$ cat src/hdl/wheel_sync_pid_drive_top_assert.svh
// ----------------------------------------------------------------------------
// wheel sync pid drive assertion macros
// concurrent checks that compile away when SYNTHESIS is defined
// ----------------------------------------------------------------------------
`ifndef WHEEL_SYNC_PID_DRIVE_TOP_ASSERT_SVH
`define WHEEL_SYNC_PID_DRIVE_TOP_ASSERT_SVH
`ifndef SYNTHESIS
// same-cycle implication
`define WSPD_ASSERT_IMPL(name, clk, rst, ante, cons) \
  name: assert property (@(posedge clk) disable iff (rst) (ante) |-> (cons)) \
    else $error("wspd check failed: same cycle implication");
// next-cycle implication
`define WSPD_ASSERT_NEXT(name, clk, rst, ante, cons) \
  name: assert property (@(posedge clk) disable iff (rst) (ante) |=> (cons)) \
    else $error("wspd check failed: next cycle implication");
`else
`define WSPD_ASSERT_IMPL(name, clk, rst, ante, cons)
`define WSPD_ASSERT_NEXT(name, clk, rst, ante, cons)
`endif
`endif

$ cat src/hdl/wspd_pkg.sv
// ----------------------------------------------------------------------------
// wspd_pkg
// widths, register indexes and saturating helpers of the wheel sync drive
// ----------------------------------------------------------------------------
package wspd_pkg;

  localparam int COUNT_WIDTH_DEF = 32;
  localparam int GAIN_W          = 32;
  localparam int ERR_W           = 32;
  localparam int INTEG_W         = 48;
  localparam int CORR_W          = 24;
  localparam int DRIVE_W         = 16;
  localparam int MS_W            = 16;
  localparam int ACC_W           = 64;
  localparam int FRAC_BITS       = 24;

  localparam int S_TDATA_W  = 96;
  localparam int M_TDATA_W  = 56;
  localparam int CFG_ADDR_W = 2;

  // serial multiplier: radix-4, one 2-bit digit of the multiplier per cycle
  localparam int MUL_A_W    = 32;
  localparam int MUL_B_W    = 48;
  localparam int MUL_P_W    = MUL_A_W + MUL_B_W;
  localparam int MUL_DIGITS = MUL_B_W / 2;

  // serial divider: restoring, one quotient bit per cycle
  localparam int DIV_N_W = 32;
  localparam int DIV_D_W = 16;

  typedef enum logic [CFG_ADDR_W-1:0] {
    REG_GAIN_PROP  = 2'd0,
    REG_GAIN_INTEG = 2'd1,
    REG_GAIN_DERIV = 2'd2
  } reg_index_t;

  localparam logic [1:0] TURN_LEFT  = 2'd0;
  localparam logic [1:0] TURN_RIGHT = 2'd2;

  // magnitude product to signed, clamped at +-(2^63-1)
  function automatic logic signed [ACC_W-1:0] mul_apply_sign(
    input logic [MUL_P_W-1:0] mag,
    input logic               neg
  );
    logic [ACC_W-1:0] m;
    if (|mag[MUL_P_W-1:ACC_W-1]) m = {1'b0, {(ACC_W-1){1'b1}}};
    else m = mag[ACC_W-1:0];
    return neg ? -$signed(m) : $signed(m);
  endfunction

  // 64-bit add that clamps at the signed range
  function automatic logic signed [ACC_W-1:0] sat_add64(
    input logic signed [ACC_W-1:0] a,
    input logic signed [ACC_W-1:0] b
  );
    logic [ACC_W:0] s;
    s = {a[ACC_W-1], a} + {b[ACC_W-1], b};
    if (s[ACC_W] != s[ACC_W-1]) begin
      return s[ACC_W] ? {1'b1, {(ACC_W-1){1'b0}}} : {1'b0, {(ACC_W-1){1'b1}}};
    end
    return s[ACC_W-1:0];
  endfunction

endpackage

$ cat src/hdl/wspd_mul.sv
// ----------------------------------------------------------------------------
// wspd_mul
// unsigned shift-add multiplier, two multiplier bits per cycle
// ----------------------------------------------------------------------------
module wspd_mul (
  input  logic                          clk,
  input  logic                          rst,
  input  logic                          start,
  input  logic [wspd_pkg::MUL_A_W-1:0]  mcand,
  input  logic [wspd_pkg::MUL_B_W-1:0]  mplier,
  output logic                          busy,
  output logic [wspd_pkg::MUL_P_W-1:0]  prod
);
  import wspd_pkg::*;

  localparam int HI_W  = MUL_A_W + 2;
  localparam int CNT_W = $clog2(MUL_DIGITS);

  logic [HI_W-1:0]    hi;
  logic [HI_W-1:0]    a1;
  logic [HI_W-1:0]    a3;
  logic [MUL_B_W-1:0] lo;
  logic [CNT_W-1:0]   cnt;
  logic [HI_W-1:0]    addend;
  logic [HI_W:0]      sum;

  always_comb begin
    case (lo[1:0])
      2'd0:    addend = '0;
      2'd1:    addend = a1;
      2'd2:    addend = {a1[HI_W-2:0], 1'b0};
      default: addend = a3;
    endcase
    sum = {1'b0, hi} + {1'b0, addend};
  end

  always_ff @(posedge clk) begin
    if (rst) begin
      busy <= 1'b0;
    end else if (start) begin
      busy <= 1'b1;
      cnt  <= '0;
      hi   <= '0;
      lo   <= mplier;
      a1   <= {2'b00, mcand};
      a3   <= {2'b00, mcand} + {1'b0, mcand, 1'b0};
    end else if (busy) begin
      hi  <= {1'b0, sum[HI_W:2]};
      lo  <= {sum[1:0], lo[MUL_B_W-1:2]};
      cnt <= cnt + 1'b1;
      if (cnt == CNT_W'(MUL_DIGITS - 1)) begin
        busy <= 1'b0;
      end
    end
  end

  assign prod = {hi[MUL_P_W-MUL_B_W-1:0], lo};

endmodule

$ cat src/hdl/wspd_div.sv
// ----------------------------------------------------------------------------
// wspd_div
// restoring unsigned divider, one quotient bit per cycle
// ----------------------------------------------------------------------------
module wspd_div (
  input  logic                          clk,
  input  logic                          rst,
  input  logic                          start,
  input  logic [wspd_pkg::DIV_N_W-1:0]  dividend,
  input  logic [wspd_pkg::DIV_D_W-1:0]  divisor,
  output logic                          busy,
  output logic [wspd_pkg::DIV_N_W-1:0]  quot
);
  import wspd_pkg::*;

  localparam int CNT_W = $clog2(DIV_N_W);

  logic [DIV_D_W-1:0] rem;
  logic [DIV_D_W-1:0] dvs;
  logic [DIV_N_W-1:0] q;
  logic [CNT_W-1:0]   cnt;
  logic [DIV_D_W+1:0] diff;
  logic               fits;

  always_comb begin
    diff = {1'b0, rem, q[DIV_N_W-1]} - {2'b00, dvs};
    fits = !diff[DIV_D_W+1];
  end

  always_ff @(posedge clk) begin
    if (rst) begin
      busy <= 1'b0;
    end else if (start) begin
      busy <= 1'b1;
      cnt  <= '0;
      rem  <= '0;
      dvs  <= divisor;
      q    <= dividend;
    end else if (busy) begin
      rem <= fits ? diff[DIV_D_W-1:0] : {rem[DIV_D_W-2:0], q[DIV_N_W-1]};
      q   <= {q[DIV_N_W-2:0], fits};
      cnt <= cnt + 1'b1;
      if (cnt == CNT_W'(DIV_N_W - 1)) begin
        busy <= 1'b0;
      end
    end
  end

  assign quot = q;

endmodule

$ cat src/hdl/wheel_sync_pid_drive_top.sv
// ----------------------------------------------------------------------------
// wheel_sync_pid_drive_top
// two-wheel drive commands with a pid loop that keeps the wheels in step
// ----------------------------------------------------------------------------
//  channel  dir  beat contents
//  s_*      in   tdata: base_speed, left_count, right_count, elapsed_ms
//                tuser: turn_mode
//  m_*      out  tdata: left_drive, right_drive, new_correction
//                tuser: zero_interval
//  cfg_*    in   gain_prop, gain_integ, gain_deriv writes, no read-back
//
//  each item takes four passes through the shared radix-4 multiplier, and a
//  new beat is taken only in the idle state; the derivative divide runs
//  alongside the first two products
//  rst is synchronous: clears gains, error history, integral and correction
//  a finished result waits in the output register while the next beat is
//  taken; the sequencer stalls at the finish only while that register is full and not draining
`include "wheel_sync_pid_drive_top_assert.svh"

module wheel_sync_pid_drive_top #(
  parameter int COUNT_WIDTH = wspd_pkg::COUNT_WIDTH_DEF
) (
  input  logic                             clk,
  input  logic                             rst,
  // base_speed[15:0], left_count[47:16], right_count[79:48], elapsed_ms[95:80]
  input  logic                             s_tvalid,
  output logic                             s_tready,
  input  logic [wspd_pkg::S_TDATA_W-1:0]   s_tdata,
  // turn_mode[1:0]
  input  logic [1:0]                       s_tuser,
  // left_drive[15:0], right_drive[31:16], new_correction[55:32]
  output logic                             m_tvalid,
  input  logic                             m_tready,
  output logic [wspd_pkg::M_TDATA_W-1:0]   m_tdata,
  // zero_interval[0]
  output logic [0:0]                       m_tuser,
  input  logic                             cfg_we,
  input  logic [wspd_pkg::CFG_ADDR_W-1:0]  cfg_addr,
  input  logic [wspd_pkg::GAIN_W-1:0]      cfg_data
);
  import wspd_pkg::*;

  typedef enum logic [2:0] {
    S_IDLE, S_PREP, S_EM, S_MP, S_MI, S_MD, S_DONE
  } state_t;

  state_t state;

  // gains and loop state
  logic signed [GAIN_W-1:0]  gain_prop;
  logic signed [GAIN_W-1:0]  gain_integ;
  logic signed [GAIN_W-1:0]  gain_deriv;
  logic signed [ERR_W-1:0]   prev_err;
  logic signed [INTEG_W-1:0] integ;
  logic signed [CORR_W-1:0]  wheel_corr;

  // per-item registers
  logic signed [DRIVE_W-1:0] left_d;
  logic signed [DRIVE_W-1:0] right_d;
  logic signed [ERR_W-1:0]   err_r;
  logic [MS_W-1:0]           ms_r;
  logic                      ms_zero;
  logic                      diff_neg;
  logic                      mul_neg;
  logic signed [ACC_W-1:0]   acc;

  // input field decode
  logic signed [DRIVE_W-1:0] in_speed;
  logic [1:0]                in_mode;
  logic signed [ERR_W-1:0]   in_lc;
  logic signed [ERR_W-1:0]   in_rc;
  logic [MS_W-1:0]           in_ms;

  logic [DRIVE_W:0]          left_sum;
  logic [CORR_W:0]           right_sum;
  logic [DRIVE_W-1:0]        left_sat;
  logic [DRIVE_W-1:0]        right_sat;
  logic [ERR_W:0]            err_sum;
  logic [ERR_W-1:0]          err_sat;

  // derivative numerator and magnitudes for the shared units
  logic [ERR_W:0]            dd;
  logic [ERR_W:0]            dd_mag;
  logic [ERR_W-1:0]          err_mag;
  logic [GAIN_W-1:0]         gp_mag;
  logic [GAIN_W-1:0]         gi_mag;
  logic [GAIN_W-1:0]         gd_mag;
  logic [INTEG_W-1:0]        integ_mag;

  logic [INTEG_W:0]          em_signed;
  logic [INTEG_W+1:0]        integ_sum;
  logic [INTEG_W-1:0]        integ_sat;
  logic signed [ACC_W-1:0]   prod_signed;
  logic signed [ACC_W-FRAC_BITS-1:0] acc_sh;
  logic [ACC_W-FRAC_BITS:0]  corr_sum;
  logic [CORR_W-1:0]         corr_sat;

  logic                      mul_start;
  logic [MUL_A_W-1:0]        mul_a;
  logic [MUL_B_W-1:0]        mul_b;
  logic                      mul_busy;
  logic [MUL_P_W-1:0]        mul_prod;
  logic                      div_start;
  logic                      div_busy;
  logic [DIV_N_W-1:0]        div_quot;

  assign in_speed = s_tdata[15:0];
  assign in_mode  = s_tuser;
  // counts keep only their low COUNT_WIDTH bits, sign-extended
  assign in_lc    = ERR_W'($signed(s_tdata[16 +: COUNT_WIDTH]));
  assign in_rc    = ERR_W'($signed(s_tdata[48 +: COUNT_WIDTH]));
  assign in_ms    = s_tdata[95:80];

  assign s_tready = (state == S_IDLE);

  always_comb begin
    // the right drive uses the correction held before this beat
    left_sum = (in_mode == TURN_LEFT) ? -{in_speed[DRIVE_W-1], in_speed}
                                      : {in_speed[DRIVE_W-1], in_speed};
    right_sum = {{(CORR_W-DRIVE_W+1){in_speed[DRIVE_W-1]}}, in_speed}
              + {wheel_corr[CORR_W-1], wheel_corr};
    if (in_mode == TURN_RIGHT) right_sum = -right_sum;

    if (left_sum[DRIVE_W] != left_sum[DRIVE_W-1]) begin
      left_sat = left_sum[DRIVE_W] ? {1'b1, {(DRIVE_W-1){1'b0}}}
                                   : {1'b0, {(DRIVE_W-1){1'b1}}};
    end else begin
      left_sat = left_sum[DRIVE_W-1:0];
    end

    if (right_sum[CORR_W:DRIVE_W-1] != {(CORR_W-DRIVE_W+2){right_sum[CORR_W]}}) begin
      right_sat = right_sum[CORR_W] ? {1'b1, {(DRIVE_W-1){1'b0}}}
                                    : {1'b0, {(DRIVE_W-1){1'b1}}};
    end else begin
      right_sat = right_sum[DRIVE_W-1:0];
    end

    // error is left minus right, clamped to 32 bits
    err_sum = {in_lc[ERR_W-1], in_lc} - {in_rc[ERR_W-1], in_rc};
    if (err_sum[ERR_W] != err_sum[ERR_W-1]) begin
      err_sat = err_sum[ERR_W] ? {1'b1, {(ERR_W-1){1'b0}}}
                               : {1'b0, {(ERR_W-1){1'b1}}};
    end else begin
      err_sat = err_sum[ERR_W-1:0];
    end
  end

  always_comb begin
    dd        = {err_r[ERR_W-1], err_r} - {prev_err[ERR_W-1], prev_err};
    dd_mag    = dd[ERR_W] ? -dd : dd;
    err_mag   = err_r[ERR_W-1] ? -err_r : err_r;
    gp_mag    = gain_prop[GAIN_W-1] ? -gain_prop : gain_prop;
    gi_mag    = gain_integ[GAIN_W-1] ? -gain_integ : gain_integ;
    gd_mag    = gain_deriv[GAIN_W-1] ? -gain_deriv : gain_deriv;
    integ_mag = integ[INTEG_W-1] ? -integ : integ;

    // error times ms is below 2^47 in magnitude
    em_signed = mul_neg ? -{1'b0, mul_prod[INTEG_W-1:0]} : {1'b0, mul_prod[INTEG_W-1:0]};
    integ_sum = {{2{integ[INTEG_W-1]}}, integ} + {em_signed[INTEG_W], em_signed};
    if (integ_sum[INTEG_W+1:INTEG_W-1] != {3{integ_sum[INTEG_W+1]}}) begin
      integ_sat = integ_sum[INTEG_W+1] ? {1'b1, {(INTEG_W-1){1'b0}}}
                                       : {1'b0, {(INTEG_W-1){1'b1}}};
    end else begin
      integ_sat = integ_sum[INTEG_W-1:0];
    end

    prod_signed = mul_apply_sign(mul_prod, mul_neg);

    // floor shift into correction units, add the held correction, then clamp to 24 bits
    acc_sh   = acc[ACC_W-1:FRAC_BITS];
    corr_sum = {acc_sh[ACC_W-FRAC_BITS-1], acc_sh}
             + (ACC_W-FRAC_BITS+1)'($signed(wheel_corr));
    if (corr_sum[ACC_W-FRAC_BITS:CORR_W-1]
        != {(ACC_W-FRAC_BITS-CORR_W+2){corr_sum[ACC_W-FRAC_BITS]}}) begin
      corr_sat = corr_sum[ACC_W-FRAC_BITS] ? {1'b1, {(CORR_W-1){1'b0}}}
                                           : {1'b0, {(CORR_W-1){1'b1}}};
    end else begin
      corr_sat = corr_sum[CORR_W-1:0];
    end
  end

  // operand steering for the shared multiplier and the divider
  always_comb begin
    mul_start = 1'b0;
    mul_a     = '0;
    mul_b     = '0;
    div_start = 1'b0;
    unique case (state)
      S_PREP: begin
        mul_start = 1'b1;
        mul_a     = err_mag;
        mul_b     = MUL_B_W'(ms_r);
        div_start = !ms_zero;
      end
      S_EM: begin
        mul_start = !mul_busy;
        mul_a     = gp_mag;
        mul_b     = MUL_B_W'(err_mag);
      end
      S_MP: begin
        mul_start = !mul_busy;
        mul_a     = gi_mag;
        mul_b     = integ_mag;
      end
      S_MI: begin
        mul_start = !mul_busy && !div_busy;
        mul_a     = gd_mag;
        // zero interval drops the derivative term
        mul_b     = ms_zero ? '0 : MUL_B_W'(div_quot);
      end
      default: begin
      end
    endcase
  end

  wspd_mul u_mul (
    .clk    (clk),
    .rst    (rst),
    .start  (mul_start),
    .mcand  (mul_a),
    .mplier (mul_b),
    .busy   (mul_busy),
    .prod   (mul_prod)
  );

  wspd_div u_div (
    .clk      (clk),
    .rst      (rst),
    .start    (div_start),
    .dividend (dd_mag[DIV_N_W-1:0]),
    .divisor  (ms_r),
    .busy     (div_busy),
    .quot     (div_quot)
  );

  always_ff @(posedge clk) begin
    if (rst) begin
      state      <= S_IDLE;
      m_tvalid   <= 1'b0;
      gain_prop  <= '0;
      gain_integ <= '0;
      gain_deriv <= '0;
      prev_err   <= '0;
      integ      <= '0;
      wheel_corr <= '0;
    end else begin
      if (cfg_we) begin
        unique case (reg_index_t'(cfg_addr))
          REG_GAIN_PROP:  gain_prop  <= cfg_data;
          REG_GAIN_INTEG: gain_integ <= cfg_data;
          REG_GAIN_DERIV: gain_deriv <= cfg_data;
          default: begin
          end
        endcase
      end

      // output slot: load a finished item, else drain on a taken beat
      if (state == S_DONE && (!m_tvalid || m_tready)) begin
        m_tvalid <= 1'b1;
      end else if (m_tready) begin
        m_tvalid <= 1'b0;
      end

      unique case (state)
        S_IDLE: begin
          if (s_tvalid) begin
            left_d  <= left_sat;
            right_d <= right_sat;
            err_r   <= err_sat;
            ms_r    <= in_ms;
            ms_zero <= (in_ms == '0);
            state   <= S_PREP;
          end
        end
        S_PREP: begin
          // error times ms and, for a nonzero interval, the derivative divide start here
          diff_neg <= dd[ERR_W];
          prev_err <= err_r;
          mul_neg  <= err_r[ERR_W-1];
          state    <= S_EM;
        end
        S_EM: begin
          if (!mul_busy) begin
            integ   <= integ_sat;
            mul_neg <= gain_prop[GAIN_W-1] ^ err_r[ERR_W-1];
            state   <= S_MP;
          end
        end
        S_MP: begin
          if (!mul_busy) begin
            acc     <= prod_signed;
            mul_neg <= gain_integ[GAIN_W-1] ^ integ[INTEG_W-1];
            state   <= S_MI;
          end
        end
        S_MI: begin
          if (!mul_busy && !div_busy) begin
            acc     <= sat_add64(acc, prod_signed);
            mul_neg <= gain_deriv[GAIN_W-1] ^ diff_neg;
            state   <= S_MD;
          end
        end
        S_MD: begin
          if (!mul_busy) begin
            acc   <= sat_add64(acc, prod_signed);
            state <= S_DONE;
          end
        end
        S_DONE: begin
          // hand off only when the output register is free or draining
          if (!m_tvalid || m_tready) begin
            m_tdata    <= {corr_sat, right_d, left_d};
            m_tuser    <= ms_zero;
            wheel_corr <= corr_sat;
            state      <= S_IDLE;
          end
        end
        default: state <= S_IDLE;
      endcase
    end
  end

  // an accepted beat always starts the sequence
  `WSPD_ASSERT_NEXT(a_accept_starts, clk, rst, s_tvalid && s_tready, state == S_PREP)
  // the derivative product never starts before the quotient is ready
  `WSPD_ASSERT_IMPL(a_quot_ready, clk, rst, state == S_MD, !div_busy)
  // a finished item waits while the output slot is full and not draining
  `WSPD_ASSERT_NEXT(a_done_waits, clk, rst, state == S_DONE && m_tvalid && !m_tready, state == S_DONE && m_tvalid)

endmodule
$ cat config.mk
export PLATFORM = sky130hd
export DESIGN_NAME = wheel_sync_pid_drive_top
export DESIGN_NICKNAME = d
export VERILOG_FILES = /design/src/hdl/wspd_pkg.sv /design/src/hdl/wspd_mul.sv /design/src/hdl/wspd_div.sv /design/src/hdl/wheel_sync_pid_drive_top.sv
export VERILOG_INCLUDE_DIRS = /design/src /design/src/hdl
export SDC_FILE = /design/constraint.sdc
export NUM_CORES = 2
export LEC_CHECK = 0
export BUFFER_PORTS_ARGS = -buffer_cell sky130_fd_sc_hd__buf_2
export CAP_MARGIN = 20
export CORE_AREA = 8 8 341 343
export DETAILED_ROUTE_END_ITERATION = 8
export DIE_AREA = 0 0 349 351
export SYNTH_ARGS = -nofsm -noshare
export SYNTH_HDL_FRONTEND = slang
export SYNTH_SLANG_ARGS = --single-unit
$ cat constraint.sdc
create_clock -name clk -period 10.9 [get_ports clk]
set_clock_uncertainty 0.2 [all_clocks]
set_input_delay 0.545 -clock clk [delete_from_list [all_inputs] [get_ports clk]]
set_output_delay 0.545 -clock clk [all_outputs]
set_load 0.005 [all_outputs]
==> results.json <==
{
  "tns_ps": 0,
  "io_buffers": 195,
  "max_stage_delay_ps": 810,
  "r2r_cells": 29,
  "powerDensity_nw_per_um2": 187,
  "ys_warn_count": 0,
  "synth.avg_cell_area_sq_um": 8.42,
  "syn_nets": 6342,
  "routedWlPerCell_um": 19.5,
  "hp-class": "input pin to flip-flop",
  "drv_cap": 0,
  "synthDistinctLibCells": 103,
  "irDropWorstVdd_uv": 115,
  "synthFlopType": "edfxtp_1",
  "first_iter_violations": 2975,
  "worst_slack_ps": 957,
  "fin_nets": 6425,
  "p_comb_share_pct": 41.8,
  "critical_path_arrival_ps": 10130,
  "htree_levels": 3,
  "grt_usage_pct": 23.1,
  "drt_first_pass_iters": 6,
  "rrSetupSlack_ps": 960,
  "fmaxAchievable_mhz": 101,
  "hold_viol": 0,
  "cts.path.max_buffers": 3,
  "cpMostUsedCell": "or3_1",
  "num_vias": 43400,
  "grt_pass1_wl_mm": 231,
  "crit_path_end_kind": "flip-flop",
  "initial_core_util_pct": 44.3,
  "cp.required_ps": 11090,
  "whs_path_depth": 3,
  "grt_max_degree": 87,
  "grt_pass1_vias": 41600,
  "path_clk_slew_ps": 60,
  "rows": 123,
  "numCtsBuffers": 75,
  "pre_cts_ws_ps": 1010,
  "setup.worst_path.start_class": "flip-flop",
  "core_sq_um": 111000,
  "setup_viol": 0,
  "clock_power_share_pct": 25.1,
  "io_pins": 196,
  "die-height_um": 351,
  "synth_cells": 5856,
  "ant_nets": 0,
  "drive_gt1_share_pct": 8.30,
  "synth-edff-count": 424,
  "min_period_ps": 9940,
  "cts_root_buf": "clkbuf_16",
  "routed_wl_mm": 147,
  "cp_slowest_cell": "or4_2",
  "die_x_um": 349,
  "rsz0062_at_grt": "false",
  "ys_ff_latch": 630,
  "layout_common_cells": "nand2_1 (735), a21oi_1 (578), nor2_1 (517), edfxtp_1 (424), o21ai_0 (399)",
  "p_int_uw": 6170,
  "clock_latency_ps": 670,
  "die-area_sq_um": 122000,
  "slew_headroom_pct": 29.5,
  "cts_setup_buffers": 0,
  "grt_antenna_before_repair": 0,
  "leakage_uw": 0.0216,
  "gp_congestion": 0.917,
  "area_growth_pct": 10.7,
  "report.final.slew_viol_count": 0,
  "final_common_cell": "nand2_1",
  "cts_resized": 0,
  "via_per_inst": 5.78,
  "status": "complete, no violations",
  "cts_sinks": 630,
  "gr-total-overflow": 0,
  "switching_share_pct": 39.7,
  "yosysSeqAreaShare_pct": 34.2,
  "tightest_slew_ps": 1060,
  "antenna_cells": 0,
  "power_frac_seq_pct": 33.1,
  "synth_area_sq_um": 49300,
  "dp_hpwl_mm": 112,
  "worst-setup-path-type": "flip-flop to flip-flop",
  "finalCritPeriodShare_pct": 91.2,
  "synthArstFlopShare_pct": 0,
  "cts_tree": "yes",
  "power.net_switching_uw": 4060,
  "drc_errors": 0,
  "crit_fanout": 31
}
## through the flow
step	std cells	area (sq um)	utilization (%)	hold slack (ps)	total power, uW
6_report	7500	54600	49.1	68.7	10200
5_1_grt	7500	54600	49.1	56.6	10900
4_1_cts	7500	54600	49.1	23.5	10300
3_5_place_dp	7314	51600	46.4	205	7640
3_3_place_gp	7314	51600	46.4	201	7620
2_1_floorplan	5856	49300	-	200	6540
## state kept, by name, summed over array words and instances (netlist names), 5 cells and up
register / count
err_r: 32
u_mul.a1: 31
u_mul.hi: 33
gain_deriv: 32
u_mul.lo: 48
u_mul.cnt: 5
ms_r: 16
prev_err: 32
wheel_corr: 24
integ: 48
u_div.quot: 32
u_div.cnt: 5
acc: 64
gain_prop: 32
m_tdata: 56
right_d: 16
u_mul.a3: 34
u_div.rem: 16
gain_integ: 32
left_d: 16
u_div.dvs: 16
## critical path: cells and delay by family (launching register included)
| kind | cells | cell delay [ps] |
|---|---|---|
| simple gates | 15 | 5350 |
| mux | 1 | 540 |
| buf+inv | 1 | 360 |
| fa+ha+maj | 2 | 630 |
| compound gates | 10 | 2150 |
| flops | 1 | 400 |
## synth_stat cells, types with 30 or more instances
cell type | n | area share (%)
nand2_1 | 735 | 5.6
a21oi_1 | 578 | 5.9
nor2_1 | 525 | 4.0
edfxtp_1 | 424 | 26
o21ai_0 | 400 | 4.1
ha_1 | 340 | 8.6
xnor2_1 | 315 | 5.6
clkbuf_1 | 258 | 2.0
xor2_1 | 251 | 4.5
inv_1 | 207 | 1.6
dfxtp_1 | 206 | 8.4
a21o_1 | 157 | 2.4
nor3_1 | 94 | 0.95
nand3_1 | 83 | 0.84
o31ai_1 | 81 | 1.2
nand2b_1 | 72 | 0.91
o21a_1 | 71 | 1.1
or3_1 | 64 | 0.81
o21bai_1 | 55 | 0.84
nor2b_1 | 54 | 0.68
nand4_1 | 53 | 0.67
a22oi_1 | 50 | 0.76
nor4_1 | 44 | 0.56
o221a_2 | 44 | 1.0
and3_1 | 41 | 0.52
or4_1 | 41 | 0.62
o22ai_1 | 39 | 0.49
o41ai_1 | 38 | 0.67
a31oi_1 | 36 | 0.46
a211oi_1 | 35 | 0.53
o211ai_1 | 30 | 0.46
## area by class of cell
| type | instances | area (sq um) |
|---|---|---|
| fill | 10700 | 56700 |
| multi-input combinational | 4725 | 30700 |
| sequential | 630 | 16900 |
| clock buffer | 92 | 1990 |
| timing repair buffer | 300 | 1900 |
| tap | 1500 | 1880 |
| inverter | 207 | 777 |
| clock inverter | 46 | 487 |
## cell families after synthesis
family	share of synthesized area, %
adder cells (fa/ha/maj)	9.13
AND/OR/NAND/NOR	18.2
buffers and inverters	3.84
multiplexers	0.360
XOR/XNOR	10.0
flip-flops	34.2
AO/OA/AOI/OAI	24.2
## final timing paths
kind                      from           to
setup / recovery  u_mul.hi[19]      acc[58]
hold / removal      s_tdata[0]    left_d[0]
setup reg to reg  u_mul.hi[19]      acc[58]
hold reg to reg    right_d[12]  m_tdata[28]
## metal layers
| layer | wire, um | track usage (%) | share of wire, % | vias up |
|---|---|---|---|---|
| met3 | 7710 | 2.72 | 5.3 | 218 |
| li1 | - | - | - | 21600 |
| met1 | 67400 | 31.5 | 46 | 20400 |
| met4 | 5590 | 8.71 | 3.8 | 0 |
| met5 | 0 | 0 | 0 | - |
| met2 | 65900 | 37.8 | 45 | 1159 |
## power groups by stage
| stage | sequential, uW | clock [uW] | combinational [uW] |
|---|---|---|---|
| after floorplan | 3270 | 0 | 3270 |
| after global placement | 3420 | 0 | 4200 |
| after detailed placement | 3420 | 0 | 4220 |
| after CTS | 3380 | 2630 | 4260 |
| after global routing | 3430 | 2720 | 4760 |
| final | 3380 | 2560 | 4280 |
## timing repair
action,CTS,global route
hold endpoints to repair,112,0
hold buffers,48,0
setup endpoints to repair,0,0
(Power assumes the default switching activity.)
